==> src/design/scds_pkg.sv <==
package scds_pkg;

  // Width of the frequency operands and of the divider.
  localparam int DIV_W = 32;

  // Output field widths.
  localparam int PRESCALE_W = 8;
  localparam int RATE_W     = 8;

  // Default largest half prescale.
  localparam int MAX_HALF_PRESCALE_DEF = 127;

  // Largest second stage divider value.
  localparam int STAGE_MAX = 256;
  localparam int STAGE_W   = 9;

  // Peripheral clock after reset, in hertz.
  localparam logic [DIV_W-1:0] PCLK_RESET = 32'd100000000;

  // Operand selection of the shared divider.
  typedef logic [1:0] div_sel_t;
  localparam div_sel_t SEL_Q1 = 2'd0;  // pclk / b
  localparam div_sel_t SEL_Q2 = 2'd1;  // q1 / f
  localparam div_sel_t SEL_Q3 = 2'd2;  // q1 / s

  // Commands from the controller to the datapath.
  typedef struct packed {
    logic     init;        // capture the target and restart the search
    logic     div_start;   // launch the divider on the selected operands
    div_sel_t div_sel;     // operand selection and capture destination
    logic     capture;     // store the divider quotient
    logic     take_first;  // remember the clamped stage of the first candidate
    logic     eval;        // keep the candidate if its error is smaller
    logic     dec_b;       // step to the next smaller half prescale
    logic     out_load;    // load the result register
  } cmd_t;

  // Status from the datapath to the controller.
  typedef struct packed {
    logic div_done;  // quotient is ready
    logic f_zero;    // target frequency is zero
    logic s_ok;      // second stage lies in 1..256
    logic better;    // candidate error beats the best so far
    logic exact;     // candidate error is zero
    logic b_first;   // current half prescale is the largest one
    logic b_last;    // current half prescale is one
  } sts_t;

endpackage

==> src/design/scds_in_if.sv <==
interface scds_in_if;
  import scds_pkg::*;

  logic             valid;
  logic             ready;
  logic [DIV_W-1:0] target_hz;

  modport source (output valid, output target_hz, input ready);
  modport sink (input valid, input target_hz, output ready);
endinterface

==> src/design/scds_out_if.sv <==
interface scds_out_if;
  import scds_pkg::*;

  logic                  valid;
  logic                  ready;
  logic [PRESCALE_W-1:0] prescale;
  logic [RATE_W-1:0]     rate_minus_one;
  logic                  bad_target;

  modport source (output valid, output prescale, output rate_minus_one, output bad_target,
                  input ready);
  modport sink (input valid, input prescale, input rate_minus_one, input bad_target,
                output ready);
endinterface

==> src/design/scds_div.sv <==
module scds_div
  import scds_pkg::*;
(
  input  logic             clk,
  input  logic             rst,
  input  logic             start,
  input  logic [DIV_W-1:0] dividend,
  input  logic [DIV_W-1:0] divisor,
  output logic             done,
  output logic [DIV_W-1:0] quotient
);

  localparam int CNT_W = $clog2(DIV_W);

  logic             busy;
  logic [CNT_W-1:0] cnt;
  logic [DIV_W-1:0] rem;
  logic [DIV_W-1:0] quo;
  logic [DIV_W-1:0] dsr;
  logic [DIV_W:0]   rem_sh;
  logic [DIV_W:0]   rem_sub;
  logic             fits;

  // One restoring step: shift in the next dividend bit and try to subtract.
  always_comb begin
    rem_sh  = {rem, quo[DIV_W-1]};
    rem_sub = rem_sh - {1'b0, dsr};
    fits    = (rem_sh >= {1'b0, dsr});
  end

  // Control of the iteration.
  always_ff @(posedge clk) begin
    if (rst) begin
      busy <= 1'b0;
      done <= 1'b0;
      cnt  <= '0;
    end else begin
      done <= 1'b0;
      if (start) begin
        busy <= 1'b1;
        cnt  <= '0;
      end else if (busy) begin
        cnt <= cnt + 1'b1;
        if (cnt == CNT_W'(DIV_W - 1)) begin
          busy <= 1'b0;
          done <= 1'b1;
        end
      end
    end
  end

  // Partial remainder and quotient bits, one bit per cycle.
  always_ff @(posedge clk) begin
    if (start) begin
      rem <= '0;
      quo <= dividend;
      dsr <= divisor;
    end else if (busy) begin
      rem <= fits ? rem_sub[DIV_W-1:0] : rem_sh[DIV_W-1:0];
      quo <= {quo[DIV_W-2:0], fits};
    end
  end

  assign quotient = quo;

endmodule

==> src/design/scds_datapath.sv <==
module scds_datapath
  import scds_pkg::*;
#(
  parameter int MAX_HALF_PRESCALE = MAX_HALF_PRESCALE_DEF
) (
  input  logic                  clk,
  input  logic                  rst,
  input  logic                  cfg_we,
  input  logic [DIV_W-1:0]      cfg_wdata,
  input  logic [DIV_W-1:0]      target_hz,
  input  cmd_t                  cmd,
  output sts_t                  sts,
  output logic [PRESCALE_W-1:0] prescale,
  output logic [RATE_W-1:0]     rate_minus_one,
  output logic                  bad_target
);

  localparam int B_W = $clog2(MAX_HALF_PRESCALE + 1);
  localparam logic [B_W-1:0] B_MAX = B_W'(MAX_HALF_PRESCALE);
  localparam logic [B_W-1:0] B_ONE = B_W'(1);

  logic [DIV_W-1:0]   pclk;
  logic [DIV_W-1:0]   f;
  logic [B_W-1:0]     b;
  logic [B_W-1:0]     best_b;
  logic [DIV_W-1:0]   best_err;
  logic [STAGE_W-1:0] best_s;
  logic [DIV_W-1:0]   q1;
  logic [DIV_W-1:0]   q2;
  logic [DIV_W-1:0]   q3;

  logic [DIV_W-1:0]   dividend;
  logic [DIV_W-1:0]   divisor;
  logic               div_done;
  logic [DIV_W-1:0]   quotient;

  logic [DIV_W-1:0]   s;
  logic [STAGE_W-1:0] s_clamped;
  logic [DIV_W-1:0]   got;
  logic [DIV_W-1:0]   err;

  // Peripheral clock register.
  always_ff @(posedge clk) begin
    if (rst) begin
      pclk <= PCLK_RESET;
    end else if (cfg_we) begin
      pclk <= cfg_wdata;
    end
  end

  // Operand selection of the shared divider.
  always_comb begin
    case (cmd.div_sel)
      SEL_Q1: begin
        dividend = pclk;
        divisor  = DIV_W'(b);
      end
      SEL_Q2: begin
        dividend = q1;
        divisor  = f;
      end
      default: begin
        dividend = q1;
        divisor  = s;
      end
    endcase
  end

  scds_div u_div (
    .clk      (clk),
    .rst      (rst),
    .start    (cmd.div_start),
    .dividend (dividend),
    .divisor  (divisor),
    .done     (div_done),
    .quotient (quotient)
  );

  // Second stage: the quotient rounded up to even, then halved, plus a copy clamped to 1..256.
  always_comb begin
    s = {1'b0, q2[DIV_W-1:1]} + DIV_W'(q2[0]);
    if (s == '0) begin
      s_clamped = STAGE_W'(1);
    end else if (s > DIV_W'(STAGE_MAX)) begin
      s_clamped = STAGE_W'(STAGE_MAX);
    end else begin
      s_clamped = s[STAGE_W-1:0];
    end
  end

  // Achieved frequency and its distance from the target.
  always_comb begin
    got = {1'b0, q3[DIV_W-1:1]};
    err = (got >= f) ? (got - f) : (f - got);
  end

  // Status toward the controller.
  always_comb begin
    sts.div_done = div_done;
    sts.f_zero   = (f == '0);
    sts.s_ok     = (s != '0) && (s <= DIV_W'(STAGE_MAX));
    sts.better   = (err < best_err);
    sts.exact    = (err == '0);
    sts.b_first  = (b == B_MAX);
    sts.b_last   = (b == B_ONE);
  end

  // Search registers.
  always_ff @(posedge clk) begin
    if (cmd.init) begin
      f        <= target_hz;
      b        <= B_MAX;
      best_b   <= B_MAX;
      best_err <= pclk;
    end
    if (cmd.dec_b) begin
      b <= b - 1'b1;
    end
    if (cmd.capture) begin
      case (cmd.div_sel)
        SEL_Q1:  q1 <= quotient;
        SEL_Q2:  q2 <= quotient;
        default: q3 <= quotient;
      endcase
    end
    if (cmd.take_first) begin
      best_s <= s_clamped;
    end
    if (cmd.eval && sts.better) begin
      best_b   <= b;
      best_err <= err;
      best_s   <= s[STAGE_W-1:0];
    end
  end

  // Result register.
  always_ff @(posedge clk) begin
    if (cmd.out_load) begin
      if (sts.f_zero) begin
        prescale       <= '0;
        rate_minus_one <= '0;
        bad_target     <= 1'b1;
      end else begin
        prescale       <= PRESCALE_W'({best_b, 1'b0});
        rate_minus_one <= RATE_W'(best_s - 1'b1);
        bad_target     <= 1'b0;
      end
    end
  end

endmodule

==> src/design/scds_ctrl.sv <==
module scds_ctrl
  import scds_pkg::*;
(
  input  logic clk,
  input  logic rst,
  input  logic in_valid,
  output logic in_ready,
  output logic out_valid,
  input  logic out_ready,
  input  sts_t sts,
  output cmd_t cmd
);

  localparam logic [3:0] S_IDLE   = 4'd0;
  localparam logic [3:0] S_START  = 4'd1;
  localparam logic [3:0] S_WAIT1  = 4'd2;
  localparam logic [3:0] S_GO2    = 4'd3;
  localparam logic [3:0] S_WAIT2  = 4'd4;
  localparam logic [3:0] S_CHECK  = 4'd5;
  localparam logic [3:0] S_WAIT3  = 4'd6;
  localparam logic [3:0] S_EVAL   = 4'd7;
  localparam logic [3:0] S_NEXT   = 4'd8;
  localparam logic [3:0] S_FINISH = 4'd9;

  logic [3:0] state;
  logic [3:0] state_next;
  logic       out_free;

  assign in_ready = (state == S_IDLE);
  assign out_free = !out_valid || out_ready;

  // Sequencing of the candidate search.
  always_comb begin
    state_next = state;
    cmd        = '0;
    cmd.div_sel = SEL_Q1;
    unique case (state)
      S_IDLE: begin
        if (in_valid) begin
          cmd.init   = 1'b1;
          state_next = S_START;
        end
      end
      S_START: begin
        if (sts.f_zero) begin
          state_next = S_FINISH;
        end else begin
          cmd.div_start = 1'b1;
          state_next    = S_WAIT1;
        end
      end
      S_WAIT1: begin
        if (sts.div_done) begin
          cmd.capture = 1'b1;
          state_next  = S_GO2;
        end
      end
      S_GO2: begin
        cmd.div_sel   = SEL_Q2;
        cmd.div_start = 1'b1;
        state_next    = S_WAIT2;
      end
      S_WAIT2: begin
        cmd.div_sel = SEL_Q2;
        if (sts.div_done) begin
          cmd.capture = 1'b1;
          state_next  = S_CHECK;
        end
      end
      S_CHECK: begin
        cmd.div_sel    = SEL_Q3;
        cmd.take_first = sts.b_first;
        if (sts.s_ok) begin
          cmd.div_start = 1'b1;
          state_next    = S_WAIT3;
        end else begin
          state_next = S_NEXT;
        end
      end
      S_WAIT3: begin
        cmd.div_sel = SEL_Q3;
        if (sts.div_done) begin
          cmd.capture = 1'b1;
          state_next  = S_EVAL;
        end
      end
      S_EVAL: begin
        cmd.eval = 1'b1;
        if (sts.better && sts.exact) begin
          state_next = S_FINISH;
        end else begin
          state_next = S_NEXT;
        end
      end
      S_NEXT: begin
        if (sts.b_last) begin
          state_next = S_FINISH;
        end else begin
          cmd.dec_b  = 1'b1;
          state_next = S_START;
        end
      end
      S_FINISH: begin
        if (out_free) begin
          cmd.out_load = 1'b1;
          state_next   = S_IDLE;
        end
      end
      default: begin
        state_next = S_IDLE;
      end
    endcase
  end

  // State register and result valid flag.
  always_ff @(posedge clk) begin
    if (rst) begin
      state     <= S_IDLE;
      out_valid <= 1'b0;
    end else begin
      state <= state_next;
      if (cmd.out_load) begin
        out_valid <= 1'b1;
      end else if (out_ready) begin
        out_valid <= 1'b0;
      end
    end
  end

endmodule

==> src/design/spi_clock_divider_search_unit.sv <==
// A zero target is rejected without a search. Otherwise the half prescale steps down
// from MAX_HALF_PRESCALE to one, at most 127 candidates by default, each with three serial
// divisions (two when the second stage is out of range); an exact match ends the search.
// Throughput: one item per search; the next input transfer is taken once the result
// is in the output register. Reset: synchronous, clears the controller and output
// valid, sets the clock register to 100 MHz.
module spi_clock_divider_search_unit
  import scds_pkg::*;
#(
  parameter int MAX_HALF_PRESCALE = MAX_HALF_PRESCALE_DEF
) (
  input  logic             clk,
  input  logic             rst,
  input  logic             cfg_we,
  input  logic [DIV_W-1:0] cfg_wdata,
  scds_in_if.sink          in_ch,
  scds_out_if.source       out_ch
);

  cmd_t cmd;
  sts_t sts;

  scds_ctrl u_ctrl (
    .clk       (clk),
    .rst       (rst),
    .in_valid  (in_ch.valid),
    .in_ready  (in_ch.ready),
    .out_valid (out_ch.valid),
    .out_ready (out_ch.ready),
    .sts       (sts),
    .cmd       (cmd)
  );

  scds_datapath #(
    .MAX_HALF_PRESCALE (MAX_HALF_PRESCALE)
  ) u_datapath (
    .clk            (clk),
    .rst            (rst),
    .cfg_we         (cfg_we),
    .cfg_wdata      (cfg_wdata),
    .target_hz      (in_ch.target_hz),
    .cmd            (cmd),
    .sts            (sts),
    .prescale       (out_ch.prescale),
    .rate_minus_one (out_ch.rate_minus_one),
    .bad_target     (out_ch.bad_target)
  );

endmodule

==> src/flat_wrapper.sv <==
// flat-port wrapper written by rule: the top's interface ports become plain ports
module spi_clock_divider_search_unit_flat import scds_pkg::*;
#(
  parameter int MAX_HALF_PRESCALE = MAX_HALF_PRESCALE_DEF
)
  (clk, rst, cfg_we, cfg_wdata, in_ch_valid, in_ch_target_hz, in_ch_ready, out_ch_valid, out_ch_prescale, out_ch_rate_minus_one, out_ch_bad_target, out_ch_ready);
  scds_in_if in_ch_i ();
  scds_out_if out_ch_i ();
  input  logic clk;
  input  logic rst;
  input  logic cfg_we;
  input  logic [DIV_W-1:0] cfg_wdata;
  input wire logic [$bits(in_ch_i.valid)-1:0] in_ch_valid;
  input wire logic [$bits(in_ch_i.target_hz)-1:0] in_ch_target_hz;
  output wire logic [$bits(in_ch_i.ready)-1:0] in_ch_ready;
  output wire logic [$bits(out_ch_i.valid)-1:0] out_ch_valid;
  output wire logic [$bits(out_ch_i.prescale)-1:0] out_ch_prescale;
  output wire logic [$bits(out_ch_i.rate_minus_one)-1:0] out_ch_rate_minus_one;
  output wire logic [$bits(out_ch_i.bad_target)-1:0] out_ch_bad_target;
  input wire logic [$bits(out_ch_i.ready)-1:0] out_ch_ready;
  assign in_ch_i.valid = in_ch_valid;
  assign in_ch_i.target_hz = in_ch_target_hz;
  assign in_ch_ready = in_ch_i.ready;
  assign out_ch_valid = out_ch_i.valid;
  assign out_ch_prescale = out_ch_i.prescale;
  assign out_ch_rate_minus_one = out_ch_i.rate_minus_one;
  assign out_ch_bad_target = out_ch_i.bad_target;
  assign out_ch_i.ready = out_ch_ready;
  spi_clock_divider_search_unit #(.MAX_HALF_PRESCALE(MAX_HALF_PRESCALE)) u_core (.clk(clk), .rst(rst), .cfg_we(cfg_we), .cfg_wdata(cfg_wdata), .in_ch(in_ch_i), .out_ch(out_ch_i));
endmodule
==> config.mk <==
export PLATFORM = sky130hd
export DESIGN_NAME = spi_clock_divider_search_unit_flat
export DESIGN_NICKNAME = d
export VERILOG_FILES = /design/src/design/scds_pkg.sv /design/src/design/scds_in_if.sv /design/src/design/scds_out_if.sv /design/src/design/scds_div.sv /design/src/design/scds_datapath.sv /design/src/design/scds_ctrl.sv /design/src/design/spi_clock_divider_search_unit.sv /design/src/flat_wrapper.sv
export SDC_FILE = /design/constraint.sdc
export NUM_CORES = 1
export LEC_CHECK = 0
export BUFFER_PORTS_ARGS = -buffer_cell sky130_fd_sc_hd__buf_2
export CORE_MARGIN = 2
export CORE_UTILIZATION = 56
export CTS_CLUSTER_DIAMETER = 150
export DETAILED_ROUTE_END_ITERATION = 7
export PLACE_DENSITY = 0.84
export SYNTH_ARGS = -nofsm -noshare
export SYNTH_HDL_FRONTEND = slang
export SYNTH_HIERARCHICAL = 1
export SYNTH_SLANG_ARGS = --single-unit
==> constraint.sdc <==
create_clock -name clk -period 7.1 [get_ports clk]
set_clock_uncertainty 0.1 [all_clocks]
set_input_delay 0 -clock clk [delete_from_list [all_inputs] [get_ports clk]]
set_output_delay 0 -clock clk [all_outputs]
set_load 0.05 [all_outputs]
Word-level counts from Yosys, hierarchy flattened:

Index checks and enable logic that the tools add are counted.

* output and inout bits: 19
* word-level logic and storage cells: 125
* register bits after elaboration: 339
* bits of input ports: 69

* muxes and demuxes: 46
* $lt $le $gt $ge: 5
* eq/ne operators: 18
* bitwise operators: 2
* reductions and logical operators: 26
* $add $sub $neg: 7

Operators by type and width (count)
* $mux 32: 7
* $logic_not 32->1: 3
* $pmux 32 s2: 1
* $pmux 4 s10: 1
* $ge 33x32->1: 1
* $add 31x1->32: 1
* $ge 31x32->1: 1
* $gt 32x9->1 const B: 1
* $le 32x9->1 const B: 1
* $lt 32x32->1: 1
* $mux 4: 8
* $mux 8: 4
* $reduce_bool 32->1: 1
* $sub 31x32->32: 1
* $sub 32x31->32: 1
* $sub 32x32->32: 1
* $mux 7: 3
* $mux 1: 20
* $eq 4x3->1 const B: 4
* $ne 2x2->1 const B: 5
* $reduce_bool 2->1: 5
* $eq 4x2->1 const B: 2
* $eq 4x4->1 const B: 2
* $reduce_or 2->1: 4
* 19 further kinds: 25

Depth between registers and ports, before layout:

Gate-level depths: netlist (run 1).

* depth in word-level cells: 7
* mapped depth: 26
* depth with buffers taken out: 23

Modules after synthesis:

The synthesis (run 1) kept the hierarchy.

Modules (own cells, without submodules)
* scds_datapath: sequential area each 6556.3 um2, area an instance 14555.2 um2, cells each 1443, instances 1
* scds_div: sequential area each 2702.6 um2, area an instance 5894.4 um2, cells each 562, instances 1
* scds_ctrl: sequential area each 100.1 um2, area an instance 452.9 um2, cells each 59, instances 1

Worst setup path after synthesis (run 1):

OpenSTA, ideal clock, no wires.

* kind: register -> register
* start point: register u_core.u_datapath.q2[0]
* end point: register u_core.u_datapath.u_div.quo[0] (netlist: u_core/u_datapath/u_div/quotient[0]) (enable)
* arrival time: 6.704 ns
* path buffers: 2
* library setup time: 0.387 ns
* period minus slack after synthesis: 7.191 ns
* setup slack: -0.091 ns
* required time: 6.613 ns
* stages on the path, launching flop included: 17
* cell sequence: edfxtp_1 ha_1 ha_1 and3_1 and3_1 clkbuf_1 and3_1 xor2_1 nor4_1 and3_1 nand4b_1 nor3_1 nand3b_1 a211oi_1 nor2_1 clkbuf_1 inv_1

RTL lines
* start, declared: RTL line scds_datapath.sv:29 `logic [DIV_W-1:0] q2;`
* start signal, assigned: RTL line scds_datapath.sv:122 `SEL_Q2: q2 <= quotient;`
* end signal, assigned: RTL line scds_div.sv:56 `quo <= dividend;`
* end signal, assigned: RTL line scds_div.sv:60 `quo <= {quo[DIV_W-2:0], fits};`
* end, declared: RTL line scds_div.sv:18 `logic [DIV_W-1:0] quo;`

==> flow_metrics.env, run 1 <==
export IMPL_synth_nets=2269
export IMPL_syn_avg_cell_area_um2=10.1
export IMPL_slew_headroom_pct=32.6
export IMPL_drive_gt1_share_pct=14.6
export IMPL_synth_edff_count=261
export IMPL_dieArea_um2=38900
export IMPL_crit_start="u_core/u_datapath/f[11]"
export IMPL_final_hold_violation_count=0
export IMPL_clockRootBuffer="clkbuf_16"
export IMPL_finalCriticalPeriod_ps=6750
export IMPL_netlist_area_um2=20900
export IMPL_hold_depth=2
export IMPL_fp_row_count=70
export IMPL_dieHeight_um=197
export IMPL_critical_path_top_delay_family="compound AO/OA/AOI/OAI gates"
export IMPL_grt_ovfl_total=0
export IMPL_swShare_pct=34.3
export IMPL_timing_rr_end="u_core/u_ctrl/state[0]"
export IMPL_cts_buffers=37
export IMPL_vdd_ir_drop_max_mv=0.225
export IMPL_maxCapViolations=0
export IMPL_top_layer="met4"
export IMPL_synth_mux_area_share_pct=7.34
export IMPL_holdPathEnd="u_core/u_datapath/f[29]"
export IMPL_synth_compound_area_share_pct=15.4
export IMPL_rrSetupSlack_ps=350
export IMPL_min_from="in_ch_target_hz[29]"
export IMPL_path_buf_inv=3
export IMPL_synth_simple_area_share_pct=14.5
export IMPL_crit_arrival_ps=7150
export IMPL_num_vias=16800
export IMPL_place_congestion=1.01
export IMPL_n_antenna_cell=0
export IMPL_power_leakage_nw=9.54
export IMPL_tightest_slew_ps=1010
export IMPL_pwr_share_clk_pct=29.5
export IMPL_post_dp_hpwl_mm=44.2
export IMPL_synthArstFlopShare_pct=0
export IMPL_ys_seq_area_share_pct=44.8
export IMPL_synth_top_area_share_pct=37.5
export IMPL_antenna_left=0
export IMPL_routed_wl_mm=60.7
export IMPL_p_total_mw=6.79
export IMPL_routed_wl_met3_mm=4.30
export IMPL_worstPathRequired_ps=7500
export IMPL_ys_ff_latch=337
export IMPL_hold_path_class="primary input to flip-flop"
export IMPL_area_growth_pct=13.2
export IMPL_yosysWarnings=6
export IMPL_synth_ff_type="edfxtp_1"
export IMPL_core_area_um2=36700
export IMPL_placed_area_um2=21600
export IMPL_drt_initial_drc_count=1483
export IMPL_grt_pass1_vias=16700
export IMPL_worst_r2r_cell_count=22
export IMPL_finalSetupTns_ps=0
export IMPL_synth_top_cell_by_area="edfxtp_1"
export IMPL_io_pins=88
export IMPL_synth_xor_area_share_pct=3.73
export IMPL_switchingPower_mw=2.32
export IMPL_cts_clk_slew_worst_paths_ps=60
export IMPL_drc=0
export IMPL_crit_reg2reg_launch="u_core/u_datapath/f[11]"
export IMPL_synth_commonest_cells="edfxtp_1 (261), inv_1 (172), nand2_1 (146)"
export IMPL_final_cell_area_um2=23700
export IMPL_crit_type="flip-flop to flip-flop"
export IMPL_path_max_fanout=25
export IMPL_route_met2_wl_mm=29.1
export IMPL_cts_tree="yes"
export IMPL_grt_use_total_pct=31.6
export IMPL_dieWidth_um=197
export IMPL_netlist_instances=2064
export IMPL_cellPowerDensity_nw_per_um2=287
export IMPL_fmax_mhz=148
export IMPL_slew_violations=0
export IMPL_dr_pass1_iters=6
export IMPL_dp_cells=2542
export IMPL_met1_length_mm=24.6
export IMPL_grt_max_degree=48
export IMPL_cpMaxStageDelayCell="dlygate4sd3_1"
export IMPL_grt_pass1_wl_mm=94.3
export IMPL_initial_utilization_pct=57.0
export IMPL_wire_per_inst_um=22.6
export IMPL_status="finished, final reports clean"
export IMPL_via_per_inst=6.23
export IMPL_nets=2400
export IMPL_synth_distinct_cells=98
export IMPL_crit_path_start_kind="flip-flop"
export IMPL_cts_num_sinks=337
export IMPL_clock_latency_ps=570
export IMPL_p_seq_share_pct=39.9
export IMPL_fin_cells=2691
export IMPL_p_comb_share_pct=30.6
export IMPL_synth_top_family_by_area="compound AO/OA/AOI/OAI gates"
export IMPL_setup_viol=0
export IMPL_synth_most_common_cell="edfxtp_1"
export IMPL_nFillCells=2782
export IMPL_antenna_found_initial=1
export IMPL_synth_fa_ha_area_share_pct=8.25
export IMPL_rsz0062_at_grt="no"
export IMPL_h_tree_depth=2
export IMPL_crit_chain="inv_1 -> ha_1 -> a21oi_1 -> o21ai_0 -> or3_2 -> o211a_4 -> nor2_2 -> mux2i_1 -> inv_1 -> ha_1 -> a21boi_0 -> o21a_1 -> o21ai_0 -> a21oi_1 -> o41ai_1 -> a311oi_1 -> o31ai_1 -> and2_1 -> and4_2 -> a311oi_1 -> o41ai_1 -> dlygate4sd3_1"
export IMPL_synth_area_leaders="edfxtp_1 (37%), ha_1 (8.0%), dfxtp_1 (7.3%)"
export IMPL_cts_path_max_buffers=3
export IMPL_port_buffers=86
export IMPL_critPathCaptureType="flip-flop"
export IMPL_cellInternalPower_mw=4.46
export IMPL_cp_slowest_stage_delay_ps=580
export IMPL_period_share_pct=95.1
[worst register-to-register path, cell delays in order (launching register included)]
cell and delay, ps:
edfxtp_1 410, inv_1 70, ha_1 470, a21oi_1 390, o21ai_0 210, or3_2 480, o211a_4 360, nor2_2 180
mux2i_1 340, inv_1 80, ha_1 280, a21boi_0 150, o21a_1 210, o21ai_0 140, a21oi_1 100, o41ai_1 550
a311oi_1 210, o31ai_1 460, and2_1 290, and4_2 270, a311oi_1 60, o41ai_1 300, dlygate4sd3_1 580
[flip-flops by register name, indices dropped and copies added, names as in the netlist, 4 cells and up]
name and flops:
u_core/u_ctrl/state 4, u_core/u_datapath/b 7, u_core/u_datapath/best_b 7, u_core/u_datapath/best_err 32, u_core/u_datapath/best_s 8, u_core/u_datapath/f 32
u_core/u_datapath/pclk 32, u_core/u_datapath/prescale 7, u_core/u_datapath/q1 32, u_core/u_datapath/q2 32, u_core/u_datapath/q3 31, u_core/u_datapath/rate_minus_one 8
u_core/u_datapath/u_div/cnt 5, u_core/u_datapath/u_div/dsr 32, u_core/u_datapath/u_div/quotient 32, u_core/u_datapath/u_div/rem 32
[cells by family after synthesis]
kind of cell | after synthesis
multiplexers | 142
flip-flops | 337
AO/OA/AOI/OAI | 490
other | 1
XOR/XNOR | 89
buffers and inverters | 278
AND/OR/NAND/NOR | 591
adder cells (fa/ha/maj) | 136
[placed cells by master, fill, tap and decap left out, drive strengths merged, types with 82 or more instances in the layout]
master	count
inv	177
mux2	91
edfxtp	261
ha	133
nand2	147
a21oi	138
nor2	132
dlygate4sd3	82
buf	115
o21ai	112
[per-layer routing]
layer / GRT usage [%] / vias to the layer above
li1: - / 7808
met4: 15.6 / 0
met5: 0 / -
met2: 52.7 / 723
met3: 3.93 / 150
met1: 40.8 / 8089
[per-stage QoR]
stage,setup WS (ps),util (%),hold slack [ps]
after floorplan,1170,-,-35.4
after global placement,1060,58.8,78.4
after detailed placement,868,58.8,78.4
after CTS,417,64.5,25.6
after global routing,129,64.5,59.9
final,347,64.5,49.7
[area by class of cell]
| type | instances | area [um^2] | share of cell area, % |
|---|---|---|---|
| Multi-Input combinational cell | 1449 | 10300 | 43.6 |
| Timing Repair Buffer | 197 | 1480 | 6.26 |
| Clock buffer | 51 | 1080 | 4.57 |
| Tap cell | 468 | 586 | 2.47 |
| Clock inverter | 16 | 184 | 0.777 |
| Inverter | 173 | 652 | 2.75 |
| Sequential cell | 337 | 9360 | 39.5 |
[how the worst max path moves through the flow]
stage | endpoint | slack [ps] | cells after the start
finish | u_core/u_ctrl/state[0] | 350 | 22
detailed placement | u_core/u_datapath/best_err[15] | 870 | 21
CTS | u_core/u_ctrl/state[0] | 420 | 22
global route | u_core/u_ctrl/state[0] | 130 | 22
floorplan | u_core/u_datapath/u_div/quotient[0] | 1170 | 16
global placement | u_core/u_datapath/best_err[11] | 1060 | 22
[what timing repair did]
item	CTS	global route
endpoints found under the hold margin	68	0
setup buffers	0	0
hold buffers	82	0
resized for setup	0	0
[power groups by stage]
stage | logic, mW | registers (mW) | clock network, mW
finish | 2.07 | 2.71 | 2.00
global route | 2.27 | 2.72 | 2.11
CTS | 2.03 | 2.69 | 2.03
detailed placement | 1.97 | 2.73 | 0
global placement | 1.92 | 2.71 | 0
floorplan | 1.55 | 2.60 | 0
Power figures use the tool's default switching activity.
==> run 2, diff against run 1 <==
==> constraint.sdc (replaced) <==
create_clock -name clk -period 7.1 [get_ports clk]
set_clock_uncertainty 0.1 [all_clocks]
set_input_delay 0.71 -clock clk [delete_from_list [all_inputs] [get_ports clk]]
set_output_delay 0.71 -clock clk [all_outputs]
set_load 0.05 [all_outputs]
==> flow_metrics.env, run 2 (same netlist as run 1, synthesis figures left out) <==
export IMPL_cts_path_max_buffers=3
export IMPL_final_common_cell="edfxtp_1"
export IMPL_drt_initial_drc_count=1422
export IMPL_rsz0062_at_grt="no"
export IMPL_clock_latency_ps=570
export IMPL_fmax_mhz=153
export IMPL_finalCriticalPeriod_ps=6550
export IMPL_critical_path_top_delay_family="compound AO/OA/AOI/OAI gates"
export IMPL_cts_setup_buffers=0
export IMPL_multi_input_area_um2=10300
export IMPL_final_hold_violation_count=0
export IMPL_period_share_pct=92.3
export IMPL_cts_num_sinks=337
export IMPL_dieArea_um2=38900
export IMPL_post_dp_hpwl_mm=44.2
export IMPL_cellPowerDensity_nw_per_um2=295
export IMPL_area_growth_pct=9.31
export IMPL_grt_pass1_wl_mm=90.8
export IMPL_setup_slack_ps=545
export IMPL_via_per_inst=6.28
export IMPL_dp_slack_ps=868
export IMPL_final_cell_mix="edfxtp_1 (261), inv_1 (172), nand2_1 (146)"
export IMPL_cts_tree="yes"
export IMPL_port_buffers=86
export IMPL_nets=2318
export IMPL_routed_wl_mm=58.3
export IMPL_initial_utilization_pct=57.0
export IMPL_grt_use_total_pct=30.4
export IMPL_dr_pass1_iters=6
export IMPL_place_congestion=1.01
export IMPL_p_total_mw=6.74
export IMPL_dieHeight_um=197
export IMPL_dieWidth_um=197
export IMPL_cts_buffers=37
export IMPL_setup_viol=0
export IMPL_worstPathRequired_ps=7290
export IMPL_num_vias=16400
export IMPL_seq_area_um2=9360
export IMPL_fin_util_pct=62.3
export IMPL_power_leakage_nw=9.17
export IMPL_crit_arrival_ps=6750
export IMPL_h_tree_depth=2
export IMPL_crit_type="flip-flop to flip-flop"
export IMPL_cts_clk_slew_worst_paths_ps=60
export IMPL_grt_ovfl_total=0
export IMPL_wire_per_inst_um=22.3
export IMPL_critPathCaptureType="flip-flop"
export IMPL_io_pins=88
export IMPL_hold_path_class="primary input to flip-flop"
export IMPL_cpMaxStageDelayCell="o41ai_1"
export IMPL_crit_path_start_kind="flip-flop"
export IMPL_path_max_fanout=39
export IMPL_finalSetupTns_ps=0
export IMPL_cp_slowest_stage_delay_ps=530
export IMPL_grt_pass1_vias=16100
export IMPL_maxCapViolations=0
export IMPL_clockRootBuffer="clkbuf_16"
export IMPL_nFillCells=2889
export IMPL_n_antenna_cell=0
export IMPL_core_area_um2=36700
export IMPL_fp_row_count=70
export IMPL_antenna_left=0
export IMPL_vdd_ir_drop_max_mv=0.221
export IMPL_slew_violations=0
export IMPL_tightest_slew_ps=964
export IMPL_hold_slack_ps=222
export IMPL_slew_headroom_pct=35.7
export IMPL_status="finished, final reports clean"
export IMPL_crit_chain="inv_1 -> ha_1 -> a21oi_1 -> o21ai_0 -> or3_2 -> o211a_4 -> nor2_2 -> mux2i_1 -> inv_1 -> ha_1 -> a21boi_0 -> o21a_1 -> o21ai_0 -> a21oi_1 -> o41ai_1 -> a311oi_1 -> o31ai_1 -> nand3_2 -> buf_4 -> mux2_2"
export IMPL_path_buf_inv=3
export IMPL_antenna_found_initial=2
export IMPL_cts_resized=0
export IMPL_grt_max_degree=48
export IMPL_drive_gt1_share_pct=15.1
export IMPL_postCtsHoldBufs=0
export IMPL_drc=0
run 2: path summary, 6_finish.rpt:
kind | from | endpoint | slack [ps] | cells after the start
min | in_ch_target_hz[30] | u_core/u_datapath/f[30] | 220 | 1
min reg2reg | u_core/u_datapath/u_div/rem[20] | u_core/u_datapath/u_div/rem[20] | 380 | 2
max reg2reg | u_core/u_datapath/f[11] | u_core/u_datapath/best_err[3] | 550 | 20
max | u_core/u_datapath/f[11] | u_core/u_datapath/best_err[3] | 550 | 20
run 2: report_power, final:
group          switching, mW  internal, mW
registers              0.256          2.45
clock network          0.816          1.19
logic                   1.23         0.797
run 2: metrics by stage:
stage	area, um^2	cells
after floorplan	20900	2064
after global placement	21600	2542
after detailed placement	21600	2542
after CTS	22800	2609
after global routing	22800	2609
final	22800	2609
run 2: layer usage:
| metal | wire (um) | part of all wire (%) | vias up | GRT usage (%) |
|---|---|---|---|---|
| met4 | 2580 | 4.4 | 0 | 14.0 |
| met1 | 23700 | 41 | 7870 | 40.1 |
| met2 | 27500 | 47 | 748 | 50.1 |
| met5 | 0 | 0 | - | 0 |
| met3 | 4520 | 7.8 | 141 | 3.74 |
| li1 | - | - | 7638 | - |
run 2: layout make-up:
| class | count | area share, % |
|---|---|---|
| inverter | 173 | 2.85 |
| tap | 468 | 2.56 |
| clock buffer | 51 | 4.73 |
| clock inverter | 16 | 0.805 |
| timing repair buffer | 115 | 2.89 |
| multi-input combinational | 1449 | 45.2 |
| sequential | 337 | 41.0 |
run 2: worst reg2reg max path, stage by stage, from the launching register on:
cell,delay [ps]
edfxtp_1,410
inv_1,70
ha_1,470
a21oi_1,400
o21ai_0,220
or3_2,480
o211a_4,360
nor2_2,170
mux2i_1,340
inv_1,80
ha_1,280
a21boi_0,150
o21a_1,210
o21ai_0,150
a21oi_1,100
o41ai_1,530
a311oi_1,210
o31ai_1,460
nand3_2,340
buf_4,390
mux2_2,360
==> run 3, diff against run 2 <==
GPL_TIMING_DRIVEN = 0   (was not set)
PLACE_DENSITY = 0.81   (was 0.84)
clock period = 8.25 ns   (was 7.1 ns; I/O delays follow)
==> flow_metrics.env, run 3 (same netlist as run 1, synthesis figures left out) <==
export IMPL_cts_path_max_buffers=3
export IMPL_dieWidth_um=197
export IMPL_cellPowerDensity_nw_per_um2=250
export IMPL_area_growth_pct=11.3
export IMPL_tightest_slew_ps=972
export IMPL_fp_row_count=70
export IMPL_finalCriticalPeriod_ps=7520
export IMPL_drive_gt1_share_pct=15.1
export IMPL_post_dp_hpwl_mm=44.3
export IMPL_final_cell_mix="edfxtp_1 (261), inv_1 (172), nand2_1 (146)"
export IMPL_vdd_ir_drop_max_mv=0.184
export IMPL_setup_slack_ps=728
export IMPL_dieHeight_um=197
export IMPL_maxCapViolations=0
export IMPL_critPathCaptureType="flip-flop"
export IMPL_dieArea_um2=38900
export IMPL_n_antenna_cell=0
export IMPL_period_share_pct=91.2
export IMPL_core_area_um2=36700
export IMPL_nets=2398
export IMPL_slew_violations=0
export IMPL_crit_path_start_kind="flip-flop"
export IMPL_via_per_inst=6.18
export IMPL_clockRootBuffer="clkbuf_16"
export IMPL_routed_wl_mm=57.8
export IMPL_grt_pass1_wl_mm=90.5
export IMPL_h_tree_depth=2
export IMPL_cts_resized=0
export IMPL_slew_headroom_pct=35.0
export IMPL_worstPathRequired_ps=8420
export IMPL_cts_buffers=37
export IMPL_grt_ovfl_total=0
export IMPL_grt_use_total_pct=29.9
export IMPL_crit_arrival_ps=7690
export IMPL_hold_slack_ps=339
export IMPL_num_vias=16600
export IMPL_drc=0
export IMPL_antenna_left=0
export IMPL_status="finished, final reports clean"
export IMPL_setup_viol=0
export IMPL_io_pins=88
export IMPL_grt_max_degree=37
export IMPL_cts_num_sinks=337
export IMPL_fmax_mhz=133
export IMPL_grt_pass1_vias=16600
export IMPL_power_leakage_nw=9.34
export IMPL_port_buffers=86
export IMPL_finalSetupTns_ps=0
export IMPL_final_hold_violation_count=0
export IMPL_dp_slack_ps=924
export IMPL_crit_type="flip-flop to flip-flop"
export IMPL_final_common_cell="edfxtp_1"
export IMPL_clock_latency_ps=560
export IMPL_drt_initial_drc_count=1310
export IMPL_rsz0062_at_grt="no"
export IMPL_fin_cells=2690
export IMPL_path_max_fanout=10
export IMPL_dr_pass1_iters=8
export IMPL_place_congestion=0.970
export IMPL_cts_setup_buffers=0
export IMPL_dp_cells=2621
export IMPL_hold_path_class="primary input to flip-flop"
export IMPL_wire_per_inst_um=21.5
export IMPL_fin_util_pct=63.4
export IMPL_antenna_found_initial=2
export IMPL_postCtsHoldBufs=0
export IMPL_cts_tree="yes"
export IMPL_cts_clk_slew_worst_paths_ps=60
export IMPL_initial_utilization_pct=57.0
==> run 3: changes by cell type in the layout (fill, tap and decap cells not counted), sizes merged <==
| cell | before | now |
|---|---|---|
| clkinv | 8 | 3 |
| clkbuf | 51 | 114 |
| dlygate4sd3 | 0 | 2 |
| buf | 115 | 134 |
| bufinv | 3 | 2 |
| clkdlybuf4s18 | 0 | 1 |
| clkinvlp | 1 | 3 |
==> run 3: cell type report <==
cell class,instances,area (um^2)
Timing Repair Buffer,90,520
Fill cell,2845,13400
Clock inverter,12,141
Buffer,105,598
Sequential cell,337,9360
Clock buffer,56,1100
Inverter,173,652
Multi-Input combinational cell,1449,10300
Tap cell,468,586
==> run 3: layer usage <==
layer / up-vias / global-route usage (%) / part of all wire (%)
li1: 7806 / - / -
met1: 7980 / 39.2 / 41
met2: 695 / 50.0 / 47
met3: 147 / 4.54 / 7.4
met4: 0 / 12.1 / 4.0
met5: - / 0 / 0
==> run 3: worst paths after layout <==
check | cells past startpoint | end | slack (ps) | start
max | 22 | u_core/u_datapath/best_err[6] | 730 | u_core/u_datapath/f[22]
min reg2reg | 2 | u_core/u_datapath/u_div/rem[8] | 380 | u_core/u_datapath/u_div/rem[8]
max reg2reg | 22 | u_core/u_datapath/best_err[6] | 730 | u_core/u_datapath/f[22]
min | 1 | u_core/u_datapath/f[7] | 340 | in_ch_target_hz[7]
==> run 3: power by group <==
group          switching, mW  internal [mW]
Sequential             0.220           2.11
Clock                  0.695          0.996
Combinational           1.08          0.720
==> run 3: metrics by stage <==
stage,area [um^2],power [mW]
final,23300,5.82
after detailed placement,22000,4.10
after global routing,23300,6.10
after CTS,23200,5.81
after floorplan,20900,3.57
after global placement,21900,4.04
==> run 3: critical path: stages (launching register included) <==
cell	delay, ps
edfxtp_1	460
inv_1	70
ha_1	410
nand2_1	110
o21ai_0	440
a31oi_1	280
a221oi_2	640
buf_2	360
buf_1	550
nor3_1	160
o21ai_0	270
nand2b_1	140
ha_1	280
o21ai_0	70
a21oi_1	100
o41ai_1	510
a311oi_1	220
o31ai_1	590
nand3_1	280
clkbuf_1	450
clkbuf_1	420
nand2_1	180
o21ai_0	110
